## src/rtl/pal_pkg.sv

```systemverilog
// Package: shared types and codes for the positional array list.
package pal_pkg;

	localparam int POS_W = 7;
	localparam int DATA_W = 32;
	localparam int CNT_OUT_W = 8;
	localparam int GROUP = 16;

	localparam logic CMD_INSERT = 1'b0;
	localparam logic CMD_DELETE = 1'b1;

	localparam logic [1:0] ST_DONE = 2'd0;
	localparam logic [1:0] ST_INS_REJECT = 2'd1;
	localparam logic [1:0] ST_DEL_REJECT = 2'd2;

	// Qualified command broadcast to every cell.
	typedef struct packed {
		logic ins;
		logic del;
		logic [POS_W-1:0] pos;
		logic [DATA_W-1:0] value;
	} pal_cmd_t;

endpackage

```

## src/rtl/pal_cell.sv

```systemverilog
// Cell: one list entry, shifts with its neighbors on insert and delete.
module pal_cell
	import pal_pkg::*;
#(
	parameter int IDX = 0,
	parameter int IW = 8
) (
	input  logic clk,
	input  pal_cmd_t cmd,
	input  logic [DATA_W-1:0] left,
	input  logic [DATA_W-1:0] right,
	output logic [DATA_W-1:0] data,
	output logic [DATA_W-1:0] tap
);

	localparam logic [IW-1:0] MY_IDX = IW'(IDX);

	logic [DATA_W-1:0] data_q;
	logic [IW-1:0] pos_ext;
	logic hit;
	logic above;

	assign pos_ext = IW'(cmd.pos);
	assign hit = (MY_IDX == pos_ext);
	assign above = (MY_IDX > pos_ext);

	always_ff @(posedge clk) begin
		if (cmd.ins) begin
			if (hit)
				data_q <= cmd.value;
			else if (above)
				data_q <= left;
		end else if (cmd.del && (hit || above)) begin
			data_q <= right;
		end
	end

	assign data = data_q;
	// old contents, offered only by the cell being deleted
	assign tap = (cmd.del && hit) ? data_q : '0;

endmodule

```

## config.mk

```make
export PLATFORM = sky130hd
export DESIGN_NAME = pal_cell
export DESIGN_NICKNAME = d
export VERILOG_FILES = /design/src/rtl/pal_pkg.sv /design/src/rtl/pal_cell.sv
export SDC_FILE = /design/constraint.sdc
export NUM_CORES = 1
export LEC_CHECK = 0
export ABC_CLOCK_PERIOD_IN_PS = 2800
export BUFFER_PORTS_ARGS = -buffer_cell sky130_fd_sc_hd__clkbuf_2
export CELL_PAD_IN_SITES_DETAIL_PLACEMENT = 1
export CELL_PAD_IN_SITES_GLOBAL_PLACEMENT = 2
export CORE_MARGIN = 3
export CORE_UTILIZATION = 20
export DETAILED_ROUTE_END_ITERATION = 10
export GPL_ROUTABILITY_DRIVEN = 0
export PLACE_DENSITY = 0.8
export SYNTH_ARGS = -nofsm -noshare
export SYNTH_HDL_FRONTEND = slang
export SYNTH_SLANG_ARGS = --single-unit
export TNS_END_PERCENT = 5
```

## constraint.sdc

```tcl
create_clock -name clk -period 2.8 [get_ports clk]
set_input_delay 0.14 -clock clk [delete_from_list [all_inputs] [get_ports clk]]
set_output_delay 0.14 -clock clk [all_outputs]
set_load 0.01 [all_outputs]
```

Word level (Yosys, flattened, before mapping)
Cells that the tools add are included.

word-level totals
  memories = 0
  bits in registers = 32
  bits in latches = 0
  bits in read-only memories = 0
  memory bits (writable) = 0

operators by class
  shifts and indexed selects = 0
  bitwise logic cells = 0
  multiplexer cells = 5
  reduce and logical (&&, ||, !) cells = 6
  equality and inequality tests = 1
  $mul = 0
  add/subtract/negate cells = 0
  divide/modulo/power cells = 0
  order comparisons = 1

operators with widths
  kind                                                                      number
  32-bit two-way mux                                                        5
  8-bit logical NOT                                                         1
  1-bit by 7-bit > comparator with 1-bit output (first input constant)      1
  3-bit by 1-bit inequality test with 1-bit output (second input constant)  1
  1-bit logical AND                                                         2
  2-bit AND reduction                                                       1
  2-bit nonzero test                                                        1
  1-bit logical OR                                                          1

Logic depth before layout (Yosys ltp)
  depth after elaboration = 5
  mapped depth = 6

Worst setup path after synthesis
No wires, ideal clock.

  path type = input port to flip-flop
  start point = input cmd[36] in the netlist's numbering
  end point = register data_q[0], in the netlist data[0] (enable)
  data arrival time = 1.962 ns
  stages = 6
  library setup time = 0.391 ns
  data required time = 2.409 ns
  path slack = 0.447 ns
  cells stage by stage = or4_1 buf_2 nor2_4 buf_6 buf_6 o21a_1

on the way
  longest elaborated chain between the ends = 5

ends and longest elaborated chain
  item                                                                                       line                            text
  start, declared                                                                            pal_cell.sv:9                   input pal_cmd_t cmd,
  1-bit by 7-bit > comparator with 1-bit output / 8-bit logical NOT (equally long branches)  pal_cell.sv:25, pal_cell.sv:24
  1-bit logical OR                                                                           pal_cell.sv:33                  end else if (cmd.del && (hit || above)) begin
  1-bit logical AND                                                                          pal_cell.sv:33
  2-bit nonzero test (no line)                                                               --
  2-bit AND reduction (no line) *                                                            --
  end signal, assigned                                                                       pal_cell.sv:30                  data_q <= cmd.value;
  end signal, assigned                                                                       pal_cell.sv:32                  data_q <= left;
  end signal, assigned                                                                       pal_cell.sv:34                  data_q <= right;
  end, declared                                                                              pal_cell.sv:18                  logic [DATA_W-1:0] data_q;

Every way passes the cells marked *; elsewhere a longest branch is shown, timed or not.
A chain may end at the register's enable or synchronous reset.

Worst setup path in the final report
  start point = input cmd[36] in the netlist's numbering
  end point = output tap[20]

on the way
  longest elaborated chain between the ends = 3

ends and longest elaborated chain
  item                line            text
  8-bit logical NOT   pal_cell.sv:24  assign hit = (MY_IDX == pos_ext);
  1-bit logical AND   pal_cell.sv:40  assign tap = (cmd.del && hit) ? data_q : '0;
  32-bit two-way mux  pal_cell.sv:40
  end, declared       pal_cell.sv:13  output logic [DATA_W-1:0] tap

Every way passes these cells.

==> results.py <==
metrics = {
    "clock_network": {
        "cts_buffer_depth": 2,
        "ctsRootBufferMaster": "clkbuf_8",
        "cts.sinks": 32,
        "ctsHtreeMaxLevel": 2,
        "cts.clk_slew.worst_paths_ns": 0.07,
        "cts_tree": "built",
        "cts_made_buffers": 5,
        "postCtsHoldBufs": 0,
        "cts-resized-gates": 0,
        "post-cts-setup-buffers": 0,
    },
    "worst_setup_path": {
        "required_ns": 2.66,
        "end_kind": "output port",
        "path_class": "in -> out",
        "arrival_ns": 1.75,
        "cp_max_fo": 56,
        "start_kind": "input port",
    },
    "placement": {
        "port_buffers": 169,
        "pre_cts_ws_ns": 0.651,
        "hpwl_um": 6500,
        "post_dp_cell_area_um2": 3070,
    },
    "route": {
        "firstDrtPassIters": 4,
        "drtIter0Drc": 137,
        "wl_per_cell_um": 16.5,
        "antenna_left": 0,
        "vias": 2392,
        "post-route-drc-count": 0,
        "wl_um": 8490,
        "via_per_inst": 4.64,
    },
    "logic_synthesis": {
        "yosysTopAreaCell": "edfxtp_1",
        "syn_nets": 331,
        "syn_area_um2": 2100,
        "ys.warnings.count": 0,
        "synth_area_per_cell_um2": 9.35,
        "netlist-cell-type-count": 20,
        "synth_top_area_share_pct": 45.7,
        "synthCells": 225,
        "yosysSeqAreaShare_pct": 45.7,
        "synth.top_cells.by_area": "edfxtp_1 (46%), a221o_1 (11%), and3_1 (9.5%)",
        "yosys_register_bits": 32,
    },
    "timing": {
        "setup_violations": 0,
        "slew_headroom_pct": 48.3,
        "fmax_mhz": 529,
        "tns_ns": 0,
        "drv_slew": 0,
        "fin_crit_ns": 1.89,
        "worst_slack_ns": 0.910,
        "fin_hold_ws_ns": 0.169,
        "finalCritPeriodShare_pct": 67.5,
        "worst_slew_pin_slew_ns": 0.770,
        "grt_setup_unrepaired": "false",
        "timing.final.hold_violations": 0,
    },
    "global_route": {
        "overflow": 0,
        "grt_pass1_wl_um": 12900,
        "grt_pass1_vias": 2532,
        "grt_max_degree": 57,
        "grt_usage_pct": 14.1,
        "antenna_found_initial": 0,
    },
    "power": {
        "p_int_mw": 0.901,
        "clkPwrFrac_pct": 37.6,
        "powerDensity_nw_per_um2": 369,
        "p_switching_mw": 0.271,
        "p_seq_share_pct": 45.6,
        "power_switching_share_pct": 23.2,
        "p_leak_nw": 1.58,
        "combPwrFrac_pct": 16.8,
        "peakVddDrop_mv": 0.167,
    },
    "final_layout": {
        "fin_area_um2": 3180,
        "largest_reg_flops": 32,
        "final_nets": 488,
        "drive_above_1_share_pct": 48.8,
        "synthToLayoutAreaGrowth_pct": 51.1,
        "fin_util_pct": 31.8,
        "n_antenna_cell": 0,
    },
    "run_status": {
        "status": "finished clean",
    },
    "floorplan": {
        "ios": 170,
        "fp.dieW_um": 109,
        "die_h_um": 109,
        "initial_core_util_pct": 21.0,
        "core_um2": 10000,
        "dieArea_um2": 11800,
        "rows": 36,
    },
    "hold_path": {
        "min_path_type": "in -> reg",
    },
    "run": {
        "maxCapViolCount": 0,
    },
}
## cell type report
type | instances | area [um^2]
clock inverter | 2 | 35.0
tap | 133 | 166
sequential | 32 | 961
fill | 1256 | 6820
multi-input combinational | 166 | 1020
clock buffer | 6 | 72.6
inverter | 1 | 3.75
timing repair buffer | 176 | 923
## stage by stage
stage | total power, mW | instances
after floorplan | 0.641 | 225
after global placement | 0.741 | 508
after detailed placement | 0.746 | 508
after CTS | 1.19 | 516
after global routing | 1.24 | 516
final | 1.17 | 516
## power groups by stage
stage	registers (mW)	clock network (mW)	logic, mW
global placement	0.545	0	0.195
detailed placement	0.545	0	0.200
CTS	0.535	0.456	0.201
floorplan	0.546	0	0.0944
finish	0.535	0.440	0.197
global route	0.535	0.479	0.223
## path summary, 6_finish.rpt
path	startpoint	to	slack (ns)	cells past startpoint
setup / recovery	cmd[36]	tap[20]	0.91	6
hold / removal	right[13]	data[13]	0.17	2
## worst max-delay path: stages
cell      delay (ns)
clkbuf_2        0.09
or4_1           0.70
nor2_4          0.20
buf_12          0.26
and3_1          0.20
clkbuf_2        0.13
## Yosys cell counts (all sizes together)
cell type  instances
a21oi             26
a221o             24
a31oi              8
and2              24
and3              32
buf               10
clkbuf            16
clkinv             1
edfxtp            32
nand2             24
nand3              6
nor2               9
nor3               1
nor4               1
o21a               1
o21ai              8
or3                1
or4                1
## per-layer routing
metal / up-vias / wire length [um] / track usage [%]
met5: - / 0 / 0
met4: 0 / 74 / 2.98
met3: 5 / 558 / 2.51
met2: 96 / 4430 / 26.1
met1: 1130 / 3420 / 16.8
li1: 1161 / - / -
## cells by family after synthesis
group / Yosys count / share of synthesized area (%)
and+or+nand+nor: 99 / 25.5
AOI/OAI and AO/OA: 67 / 22.2
DFF: 32 / 45.7
buffers and inverters: 27 / 6.60
## layout by cell type, fill, tap and decap left out, drive strengths merged
cell type  instances
and3              32
edfxtp            32
nand2             24
clkbuf           175
or3                1
o21a               1
or4                1
nor2               9
a21oi             26
clkinv             2
a221o             24
a31oi              8
bufinv             1
nor4               1
o21ai              8
nand3              6
and2              24
nor3               1
buf                7
(Power assumes the default switching activity.)
